==> config.mk <==
export PLATFORM = sky130hd
export DESIGN_NAME = msgs_controller
export DESIGN_NICKNAME = d
export VERILOG_FILES = /design/src/hw/rtl/msgs_pkg.sv /design/src/hw/rtl/msgs_controller.sv
export SDC_FILE = /design/constraint.sdc
export NUM_CORES = 1
export LEC_CHECK = 0
export ABC_AREA = 1
export BUFFER_PORTS_ARGS = -buffer_cell sky130_fd_sc_hd__buf_2
export CELL_PAD_IN_SITES_DETAIL_PLACEMENT = 0
export CELL_PAD_IN_SITES_GLOBAL_PLACEMENT = 1
export CORE_AREA = 3 3 49 51
export DETAILED_ROUTE_END_ITERATION = 10
export DIE_AREA = 0 0 52 54
export GPL_ROUTABILITY_DRIVEN = 0
export PLACE_DENSITY_LB_ADDON = 0.1
export SYNTH_ARGS = -nofsm -noshare
export SYNTH_HDL_FRONTEND = slang
export SYNTH_SLANG_ARGS = --single-unit
==> constraint.sdc <==
create_clock -name clk -period 1.1 [get_ports clk]
set_input_delay 0.055 -clock clk [delete_from_list [all_inputs] [get_ports clk]]
set_output_delay 0.055 -clock clk [all_outputs]
set_load 0.05 [all_outputs]
==> src/hw/rtl/msgs_pkg.sv <==
// Package with shared types, constants and a helper function for the grid smoother.
package msgs_pkg;

    localparam int MAX_WIDTH   = 128;
    localparam int MAX_HEIGHT  = 128;
    localparam int MAX_RADIUS  = 8;
    localparam int COL_W       = $clog2(MAX_WIDTH);
    localparam int ROW_W       = $clog2(MAX_HEIGHT);
    localparam int ADDR_W      = COL_W + ROW_W;
    localparam int DEPTH       = MAX_WIDTH * MAX_HEIGHT;
    localparam int OFS_W       = 5;
    localparam int ACC_W       = 57;
    localparam int WSUM_W      = 26;
    localparam int QUO_W       = 33;

    localparam logic [2:0] REG_WIDTH  = 3'd0;
    localparam logic [2:0] REG_HEIGHT = 3'd1;
    localparam logic [2:0] REG_RADIUS = 3'd2;
    localparam logic [2:0] REG_INNER  = 3'd3;
    localparam logic [2:0] REG_OUTER  = 3'd4;
    localparam logic [2:0] REG_SHARE  = 3'd5;

    localparam logic CMD_WRITE = 1'b0;
    localparam logic CMD_READ  = 1'b1;

    typedef struct packed {
        logic start_read;
        logic write_en;
        logic fetch_centre;
        logic step_window;
        logic start_div;
        logic load_out;
    } msgs_cmd_t;

    typedef struct packed {
        logic centre_bad;
        logic copy_mode;
        logic window_done;
        logic share_bad;
        logic div_done;
    } msgs_stat_t;

    function automatic logic [16:0] tap_of(input logic [3:0] k, input logic [63:0] ti,
                                           input logic [63:0] to);
        logic [16:0] t;
        t = '0;
        case (k)
            4'd0: t = 17'h10000;
            4'd1: t = {1'b0, ti[15:0]};
            4'd2: t = {1'b0, ti[31:16]};
            4'd3: t = {1'b0, ti[47:32]};
            4'd4: t = {1'b0, ti[63:48]};
            4'd5: t = {1'b0, to[15:0]};
            4'd6: t = {1'b0, to[31:16]};
            4'd7: t = {1'b0, to[47:32]};
            4'd8: t = {1'b0, to[63:48]};
            default: t = '0;
        endcase
        return t;
    endfunction

endpackage

==> src/hw/rtl/msgs_controller.sv <==
// Controller state machine sequencing writes, window walks and the divide.
module msgs_controller
    import msgs_pkg::*;
(
    input  logic        clk,
    input  logic        rst_n,
    input  logic        in_valid,
    output logic        in_ready,
    input  logic        in_command,
    output logic        out_valid,
    input  logic        out_ready,
    output msgs_cmd_t   cmd,
    input  msgs_stat_t  stat
);

    typedef enum logic [6:0] {
        ST_IDLE   = 7'b0000001,
        ST_CENTRE = 7'b0000010,
        ST_CHECK  = 7'b0000100,
        ST_WALK   = 7'b0001000,
        ST_SHARE  = 7'b0010000,
        ST_DIV    = 7'b0100000,
        ST_OUT    = 7'b1000000
    } state_t;

    state_t state_reg, state_next;
    logic   ov_reg, ov_next;
    logic   take;
    logic   out_free;

    assign in_ready = (state_reg == ST_IDLE);
    assign take     = in_valid && in_ready;
    assign out_free = !ov_reg || out_ready;

    always_comb
    begin
        state_next = state_reg;
        ov_next    = ov_reg && !out_ready;
        cmd        = '0;
        unique case (state_reg)
            ST_IDLE:
            begin
                cmd.fetch_centre = 1'b1;
                if (take)
                begin
                    if (in_command == CMD_WRITE)
                        cmd.write_en = 1'b1;
                    else
                    begin
                        cmd.start_read = 1'b1;
                        state_next = ST_CENTRE;
                    end
                end
            end
            ST_CENTRE:
            begin
                state_next = ST_CHECK;
            end
            ST_CHECK:
            begin
                if (stat.centre_bad || stat.copy_mode)
                    state_next = ST_OUT;
                else
                    state_next = ST_WALK;
            end
            ST_WALK:
            begin
                cmd.step_window = 1'b1;
                if (stat.window_done)
                begin
                    cmd.step_window = 1'b0;
                    state_next = ST_SHARE;
                end
            end
            ST_SHARE:
            begin
                if (stat.share_bad)
                    state_next = ST_OUT;
                else
                begin
                    cmd.start_div = 1'b1;
                    state_next = ST_DIV;
                end
            end
            ST_DIV:
            begin
                if (stat.div_done)
                    state_next = ST_OUT;
            end
            ST_OUT:
            begin
                if (out_free)
                begin
                    cmd.load_out = 1'b1;
                    ov_next = 1'b1;
                    state_next = ST_IDLE;
                end
            end
            default:
            begin
                state_next = ST_IDLE;
            end
        endcase
    end

    always_ff @(posedge clk or negedge rst_n)
    begin
        if (!rst_n)
        begin
            state_reg <= ST_IDLE;
            ov_reg    <= 1'b0;
        end
        else
        begin
            state_reg <= state_next;
            ov_reg    <= ov_next;
        end
    end

    assign out_valid = ov_reg;

    a_no_take_busy: assert property (@(posedge clk) disable iff (!rst_n)
        take |-> state_reg == ST_IDLE)
        else $error("word taken while busy");
    a_out_after: assert property (@(posedge clk) disable iff (!rst_n)
        $rose(ov_reg) |-> $past(state_reg) == ST_OUT)
        else $error("result raised outside output state");
    a_div_only: assert property (@(posedge clk) disable iff (!rst_n)
        cmd.start_div |=> state_reg == ST_DIV)
        else $error("divide started without divide state");

endmodule

### After elaboration in Yosys (flattened, before gate mapping)

Cells that the tools add are included.

* flip-flop bits (word level): 8
* logic and storage cells: 41

* equality and inequality tests: 12
* muxes and demuxes: 20
* reduce and logical (&&, ||, !) cells: 7

Operators with widths (count)
* 7-bit 2-to-1 mux: 7
* 7-bit case mux with 7 select lines: 1
* 1-bit 2-to-1 mux: 10
* 7-bit by 1-bit == test with 1-bit output, second input constant: 1
* 7-bit by 2-bit == test with 1-bit output, second input constant: 1
* 7-bit by 3-bit == test with 1-bit output, second input constant: 1
* 7-bit by 4-bit == test with 1-bit output, second input constant: 1
* 7-bit by 5-bit == test with 1-bit output, second input constant: 1
* 7-bit by 6-bit == test with 1-bit output, second input constant: 1
* 7-bit == test, second input constant: 1
* 2-bit inequality test, second input constant: 3
* 5-bit AND reduction: 1
* 2-bit by 1-bit inequality test with 1-bit output, second input constant: 2
* 3-bit 2-to-1 mux: 1
* 1-bit logical AND: 2
* 1-bit logical NOT: 2
* 1-bit logical OR: 2
* 2-bit 2-to-1 mux: 1

### Longest topological paths before layout

Gate-level depths: netlist of the first run.

* depth after elaboration: 4
* depth in mapped cells: 9
* depth with buffers taken out: 9

### Worst setup path before layout of the first run

No wires, ideal clock.

* path type: register to output
* start: register state_reg[0]
* end: output port cmd[4] (netlist name)
* arrival time: 1812 ps
* path slack: -767 ps
* stages on the path, launching flop included: 7
* path through: dfstp_2 > inv_1 > nor2_1 > nand2_1 > nor2_4 > inv_2 > nor3b_2

RTL lines
* from (decl): line msgs_controller.sv:26 `state_t state_reg, state_next;`
* from (signal assigned): line msgs_controller.sv:115 `state_reg <= state_next;`
* to (decl): line msgs_controller.sv:12 `output msgs_cmd_t cmd,`

==> results of run 1 <==
worst max-delay path, stage by stage (launching register included):
cell,delay [ns]
dfstp_2,0.55
inv_2,0.03
nor2_1,0.07
nand2_1,0.08
nor2_4,0.10
inv_2,0.06
nor3b_4,0.18
buf_6,0.18
path summary, 6_finish.rpt:
check / startpoint / end / slack (ns) / depth (start not counted)
worst max-delay path: state_reg[0]$_DFFE_PN1P_ / cmd[4] / -0.48 / 7
worst min-delay path: out_ready / out_valid$_DFF_PN0_ / 0.02 / 2
worst max register to register: state_reg[2]$_DFFE_PN0P_ / state_reg[6]$_DFFE_PN0P_ / -0.37 / 10
worst min register to register: out_valid$_DFF_PN0_ / out_valid$_DFF_PN0_ / 0.57 / 2
max in group asynchronous: rst_n / state_reg[0]$_DFFE_PN1P_ / 0.68 / 2
min in group asynchronous: rst_n / out_valid$_DFF_PN0_ / 0.17 / 2
logic make-up after synthesis:
logic type	share of synthesized area
compound gates	0.02504
buf+inv	0.1253
flops	0.3361
simple gates	0.5136
layout by cell type, fill, tap and decap left out, drive strengths merged:
cell type / n
buf: 39
nor3: 2
clkinvlp: 1
nor3b: 2
nand3: 7
clkbuf: 4
dlygate4sd3: 1
dfrtp: 7
dfstp: 1
and3: 1
nor2: 18
inv: 15
nand2: 22
or2: 2
o21ai: 3
timing repair:
item,CTS,global route
hold endpoints to repair,8,0
setup buffers,8,4
setup endpoints to repair,14,14
pin swaps,8,4
gates resized for setup,33,3
hold buffers,1,0
final cells by class:
cell class | instances | area [sq um]
Clock buffer | 4 | 26.28
Fill cell | 192 | 917.1
Inverter | 16 | 66.31
Multi-Input combinational cell | 57 | 411.6
Sequential cell | 8 | 203.9
Tap cell | 27 | 33.78
Timing Repair Buffer | 40 | 322.8
metal layers:
metal  wire (microns)  part of all wire
met1              681              0.40
met2              946              0.56
met3               64             0.038
met4                0                 0
met5                0                 0
metrics by stage:
| stage | setup TNS [ns] | utilization |
|---|---|---|
| 2_1_floorplan | -2.155 | - |
| 3_3_place_gp | -2.742 | 0.4135 |
| 3_5_place_dp | -2.831 | 0.4135 |
| 4_1_cts | -4.381 | 0.5240 |
| 5_1_grt | -5.809 | 0.5372 |
| 6_report | -4.504 | 0.5372 |
power breakdown:
group	internal (mW)	switching (mW)
Clock	0.140	0.112
Combinational	0.772	0.911
Sequential	0.371	0.0553
==> flow_summary.ini, run 1 <==
[synthesis]
synth_top_area_frac = 0.2923
synth_ff_type = dfrtp_1
syn-cell-area_sq_um = 599.3
syn_area_per_cell_sq_um = 7.221
synth-edff-count = 0
synth.most_common_cell = nand2_1
yosysWarningCount = 0
synthTopCellsByCount = nand2_1 (18), nor2_1 (12), inv_1 (10), dfrtp_1 (7), inv_2 (6)
ys_seq_area_frac = 0.3361
synth_area_leader_cell = dfrtp_1
synth_cell_type_count = 21
async_flop_share = 1.000
synthCells = 83
synth.net_count = 93
synth-seq-cells = 8
synth_area_leaders = dfrtp_1 (29%), nand2_1 (11%), nor2_1 (7.5%)

[cts]
path_clk_slew_ns = 0.06
clockRootBuffer = clkbuf_4
cts_tree = done
htreeDepth = 1
cts.path.max_buffers = 2
numCtsBuffers = 3
clkLatencyLatePin_ns = 0.26
cts_sinks = 8

[power]
powerDensity_nw_per_um2 = 2218
finalPower_mw = 2.361
vdd_drop_max_v = 0.001004
p_leak_nw = 0.5547

[status]
violations = negative setup slack
status = complete, but fails checks

[critical_path]
start_kind = flip-flop
arrival_ns = 1.53
worst_ep_required_time_ns = 1.04
critPathKind = reg -> out
crit_fanout = 3
crit_path_end_kind = output port

[global_routing]
antenna_found_initial = 0
gr-usage-met2 = 0.2657
grt.met1_usage = 0.1650
grt_pass1_wl_mm = 2.932
grt_max_degree = 9
met3_usage = 0.04155
top_usage_layer = met2
grt_usage = 0.1439
first_global_vias = 680
overflow = 0

[cells_and_area]
largest_register_ff_count = 7
syn2layout_area_growth_pct = 77.66
design_area_sq_um = 1065
nNetsFinal = 136
layout-drive-gt1-share = 0.6400
stdcell_count = 152
num_antenna_cells = 0

[placement]
dpl.cell_count = 136
port_buffers = 17
place_area_sq_um = 819.5
pre_cts_ws_ns = -0.3037
hpwlAfterDp_mm = 1.194

[floorplan]
core_sq_um = 1982
num_rows = 16
die_w_microns = 52
die-area_sq_um = 2808
dieHeight_microns = 54
start_util = 0.3024
io-pin-count = 18

[detailed_routing]
antenna_left = 0
postRouteWirelength_mm = 1.693
dr.pass1.iters = 4
wire_per_inst_microns = 11.14
drtIter0Drc = 4
drc = 0
viasPerCell = 4.230
vias = 643

[sta]
fin_crit_sh = 1.439
max_freq_mhz = 631.9
tightest_slew_ns = 0.2925
timing.hold.ws_ns = 0.02103
relSlewSlack = 0.8043
finalClockSkew_ns = 0.004953
finalHoldViolCount = 0
setup_ws_ns = -0.4824
rsz0062_at_grt = yes
period_needed_ns = 1.582
maxSlewViolCount = 0
setup_violations = 13

[worst_hold_path]
hp-class = in -> reg

[job]
cap_viol_max_count = 0
Power figures use the tool's default switching activity.
==> run 2: changes to the inputs <==
Settings changed: MAX_ROUTING_LAYER set to met4, SKIP_CTS_REPAIR_TIMING set to 1.
==> flow_summary.ini, run 2 (synthesized netlist as in run 1, its figures left out) <==
[status]
status = complete, but fails checks
violations = negative setup slack

[sta]
fin_crit_sh = 1.451
setup_violations = 14
max_freq_mhz = 626.4
setup_ws_ns = -0.4965
tightest_slew_ns = 0.2507
relSlewSlack = 0.8340
period_needed_ns = 1.597
rsz0062_at_grt = yes
finalClockSkew_ns = 0.006560
finalHoldViolCount = 0
timing.hold.ws_ns = 0.02129
maxSlewViolCount = 0

[critical_path]
rrSetupSlack_ns = -0.27
path_cells = inv_2 -> nor2_1 -> nand2_1 -> nor2_4 -> inv_2 -> nor3b_4 -> buf_6
worst_ep_required_time_ns = 1.04
slowest_stage = dfstp_2
critPathKind = reg -> out
worst_path_largest_cell_delay_ns = 0.58
arrival_ns = 1.54
start_kind = flip-flop
critical_path.most_common_cell = inv_2
crit_fanout = 5
crit_path_end_kind = output port

[power]
netSwitchingFraction = 0.4656
power_frac_seq = 0.202
powerDensity_nw_per_um2 = 2111
comb_power_share = 0.682
internal-power_mw = 1.146
p_leak_nw = 0.5266
p_clk_frac = 0.116
vdd_drop_max_v = 0.0009725
p_sw_mw = 0.9986

[cells_and_area]
syn2layout_area_growth_pct = 69.52
seq_area_sq_um = 202.7
multi_input_area_sq_um = 397.9
largest_register_ff_count = 7
nNetsFinal = 130
fillCellCount = 197
design_area_sq_um = 1016
mostFrequentLayoutCell = nand2_1
layout-drive-gt1-share = 0.6303
layout_common_cells = nand2_1 (15), buf_4 (11), buf_2 (10)
num_antenna_cells = 0

[global_routing]
overflow = 0
grt_usage = 0.1222
first_global_vias = 560
grt_pass1_wl_mm = 2.394
antenna_found_initial = 0
grt_max_degree = 9

[cts]
clkLatencyLatePin_ns = 0.26
cts.path.max_buffers = 2
clockRootBuffer = clkbuf_4
htreeDepth = 1
numCtsBuffers = 3
path_clk_slew_ns = 0.06
cts_tree = done
cts_sinks = 8

[floorplan]
die_w_microns = 52
dieHeight_microns = 54
start_util = 0.3024
die-area_sq_um = 2808
num_rows = 16
core_sq_um = 1982
io-pin-count = 18

[detailed_routing]
viasPerCell = 4.110
dr.pass1.iters = 4
antenna_left = 0
drc = 0
postRouteWirelength_mm = 1.520
wire_per_inst_microns = 10.41
vias = 600
drtIter0Drc = 4

[placement]
place_area_sq_um = 819.5
port_buffers = 17
pre_cts_ws_ns = -0.3037
hpwlAfterDp_mm = 1.194

[job]
cap_viol_max_count = 0

[worst_hold_path]
hp-class = in -> reg
==> run 2: path summary, 6_finish.rpt <==
kind                                               start                        to  depth (start not counted)
worst max-delay path            state_reg[0]$_DFFE_PN1P_                    cmd[4]                          7
worst min register to register  state_reg[0]$_DFFE_PN1P_  state_reg[0]$_DFFE_PN1P_                          2
worst max register to register  state_reg[2]$_DFFE_PN0P_  state_reg[6]$_DFFE_PN0P_                         10
min in group asynchronous                          rst_n       out_valid$_DFF_PN0_                          2
worst min-delay path                           out_ready       out_valid$_DFF_PN0_                          2
max in group asynchronous                          rst_n  state_reg[0]$_DFFE_PN1P_                          2
==> run 2: metrics by stage <==
stage,util,TNS (ns),power [mW],instances
2_1_floorplan,-,-2.155,1.258,83
3_3_place_gp,0.4135,-2.742,1.574,136
3_5_place_dp,0.4135,-2.831,1.575,136
4_1_cts,0.4268,-4.918,1.838,140
5_1_grt,0.5126,-5.580,2.317,146
6_report,0.5126,-4.217,2.145,146
==> run 2: power groups by stage <==
stage / Clock (mW) / Combinational (mW) / Sequential [mW]
finish: 0.250 / 1.46 / 0.434
global route: 0.284 / 1.59 / 0.444
CTS: 0.264 / 1.15 / 0.426
detailed placement: 0 / 1.14 / 0.431
global placement: 0 / 1.15 / 0.428
floorplan: 0 / 0.818 / 0.441
==> run 2: final cells by class <==
cell class / count / share of cell area
Timing Repair Buffer: 34 / 0.2845
Inverter: 16 / 0.06527
Multi-Input combinational cell: 57 / 0.3916
Tap cell: 27 / 0.03325
Sequential cell: 8 / 0.1995
Clock buffer: 4 / 0.02586
==> run 2: metal layers <==
layer	up-vias	wire [microns]	track usage
li1	323	-	-
met5	-	0	-
met1	266	660	0.1429
met2	9	807	0.2029
met3	2	45	0.04155
met4	0	6	0.02620
==> run 2: critical path: cells and delay by family, from the launching register on <==
family / cells / cell delay (ns)
simple gates: 4 / 0.42
buf+inv: 3 / 0.28
flops: 1 / 0.58
==> run 3: changes to the inputs <==
--- a/config.mk
+++ b/config.mk
@@ -11,5 +11,6 @@
 export CELL_PAD_IN_SITES_GLOBAL_PLACEMENT = 1
-export CORE_AREA = 3 3 49 51
+export CORE_AREA = 3 3 49 47
+export CTS_BUF_LIST = sky130_fd_sc_hd__clkbuf_8
 export DETAILED_ROUTE_END_ITERATION = 10
-export DIE_AREA = 0 0 52 54
+export DIE_AREA = 0 0 52 50
 export GPL_ROUTABILITY_DRIVEN = 0
==> constraint.sdc (replaced) <==
create_clock -name clk -period 1.1 [get_ports clk]
set_input_delay 0.11 -clock clk [delete_from_list [all_inputs] [get_ports clk]]
set_output_delay 0.11 -clock clk [all_outputs]
set_load 0.05 [all_outputs]
==> flow_summary.ini, run 3 (synthesized netlist as in run 1, its figures left out) <==
[floorplan]
io-pin-count = 18
die_w_microns = 52
num_rows = 15
die-area_sq_um = 2600
core_sq_um = 1858
start_util = 0.3226
dieHeight_microns = 50

[detailed_routing]
drc = 0
wire_per_inst_microns = 10.80
vias = 613
dr.pass1.iters = 4
viasPerCell = 4.257
antenna_left = 0
postRouteWirelength_mm = 1.555
drtIter0Drc = 5

[cells_and_area]
layout_common_cells = nand2_1 (15), buf_4 (13), buf_2 (10)
nNetsFinal = 130
design_area_sq_um = 1070
syn2layout_area_growth_pct = 78.50
layout-drive-gt1-share = 0.6807
largest_register_ff_count = 7
mostFrequentLayoutCell = nand2_1
stdcell_count = 144
fillCellCount = 179
num_antenna_cells = 0

[sta]
max_freq_mhz = 615.6
tightest_slew_ns = 0.2500
fin_crit_sh = 1.477
finalClockSkew_ns = 0.003861
maxSlewViolCount = 0
setup_violations = 13
finalHoldViolCount = 0
period_needed_ns = 1.625
setup_ws_ns = -0.5246
rsz0062_at_grt = yes
relSlewSlack = 0.8345

[cts]
numCtsBuffers = 3
htreeDepth = 1
cts.path.max_buffers = 2
cts_tree = done
clockRootBuffer = clkbuf_8
path_clk_slew_ns = 0.05
clkLatencyLatePin_ns = 0.23
cts_sinks = 8

[worst_hold_path]
hp-class = in -> reg

[placement]
hpwlAfterDp_mm = 1.129
port_buffers = 17
dpl.cell_count = 136
place_area_sq_um = 832.0

[critical_path]
path_cells = inv_1 -> nor2_1 -> nand2_1 -> nor2_4 -> inv_2 -> nor3b_4 -> buf_6
slowest_stage = dfstp_2
start_kind = flip-flop
worst_path_largest_cell_delay_ns = 0.56
arrival_ns = 1.51
crit_path_end_kind = output port
crit_fanout = 5
critPathKind = reg -> out
worst_ep_required_time_ns = 0.99

[global_routing]
first_global_vias = 560
antenna_found_initial = 0
grt_max_degree = 9
grt_usage = 0.1332
grt_pass1_wl_mm = 2.352
overflow = 0

[power]
finalPower_mw = 2.322
powerDensity_nw_per_um2 = 2171
vdd_drop_max_v = 0.001170
p_leak_nw = 0.5463

[status]
violations = negative setup slack
status = complete, but fails checks

[job]
cap_viol_max_count = 0
## run 3: area by class of cell
type / count / area (sq um) / area share
Tap cell: 25 / 31.28 / 0.02924
Multi-Input combinational cell: 57 / 441.7 / 0.4129
Timing Repair Buffer: 34 / 281.5 / 0.2632
Clock buffer: 3 / 41.29 / 0.03860
Inverter: 16 / 66.31 / 0.06199
Clock inverter: 1 / 3.754 / 0.003509
Sequential cell: 8 / 203.9 / 0.1906
## run 3: metrics by stage
stage	util	setup WS, ns	hold slack, ns	setup TNS (ns)
floorplan	-	-0.6687	-0.1856	-2.546
global placement	0.4478	-0.3600	-0.03451	-3.346
detailed placement	0.4478	-0.3581	-0.03051	-3.270
CTS	0.4721	-0.6102	-0.2780	-5.118
global route	0.5758	-0.6144	0.1346	-5.264
finish	0.5758	-0.5246	0.1183	-4.137
## run 3: path summary, 6_finish.rpt
path                                           from                  endpoint  slack, ns  depth (start not counted)
setup / recovery           state_reg[0]$_DFFE_PN1P_                    cmd[4]      -0.52                          7
hold / removal                            out_ready       out_valid$_DFF_PN0_       0.12                          2
setup reg to reg           state_reg[0]$_DFFE_PN1P_  state_reg[0]$_DFFE_PN1P_      -0.25                         10
hold reg to reg            state_reg[0]$_DFFE_PN1P_  state_reg[0]$_DFFE_PN1P_       0.51                          2
max in group asynchronous                     rst_n  state_reg[0]$_DFFE_PN1P_       0.61                          2
min in group asynchronous                     rst_n  state_reg[5]$_DFFE_PN0P_       0.25                          2
## run 3: worst max-delay path, delay by kind of cell (launching register included)
kind          cells  cell delay [ns]
simple gates      4             0.43
flops             1             0.56
buf+inv           3             0.29
## run 3: report_power, final
group          internal [mW]  leakage (nW)  total [mW]  switching, mW
combinational          0.629         0.416        1.52          0.888
sequential             0.373         0.103       0.431         0.0585
clock                  0.243        0.0269       0.374          0.131
## run 3: metal layers
metal / track usage / routed length [microns] / part of all wire
met5: - / 0 / 0
met1: 0.1670 / 699 / 0.45
met3: 0.01813 / 33 / 0.021
met2: 0.1946 / 784 / 0.50
met4: 0.09170 / 38 / 0.024
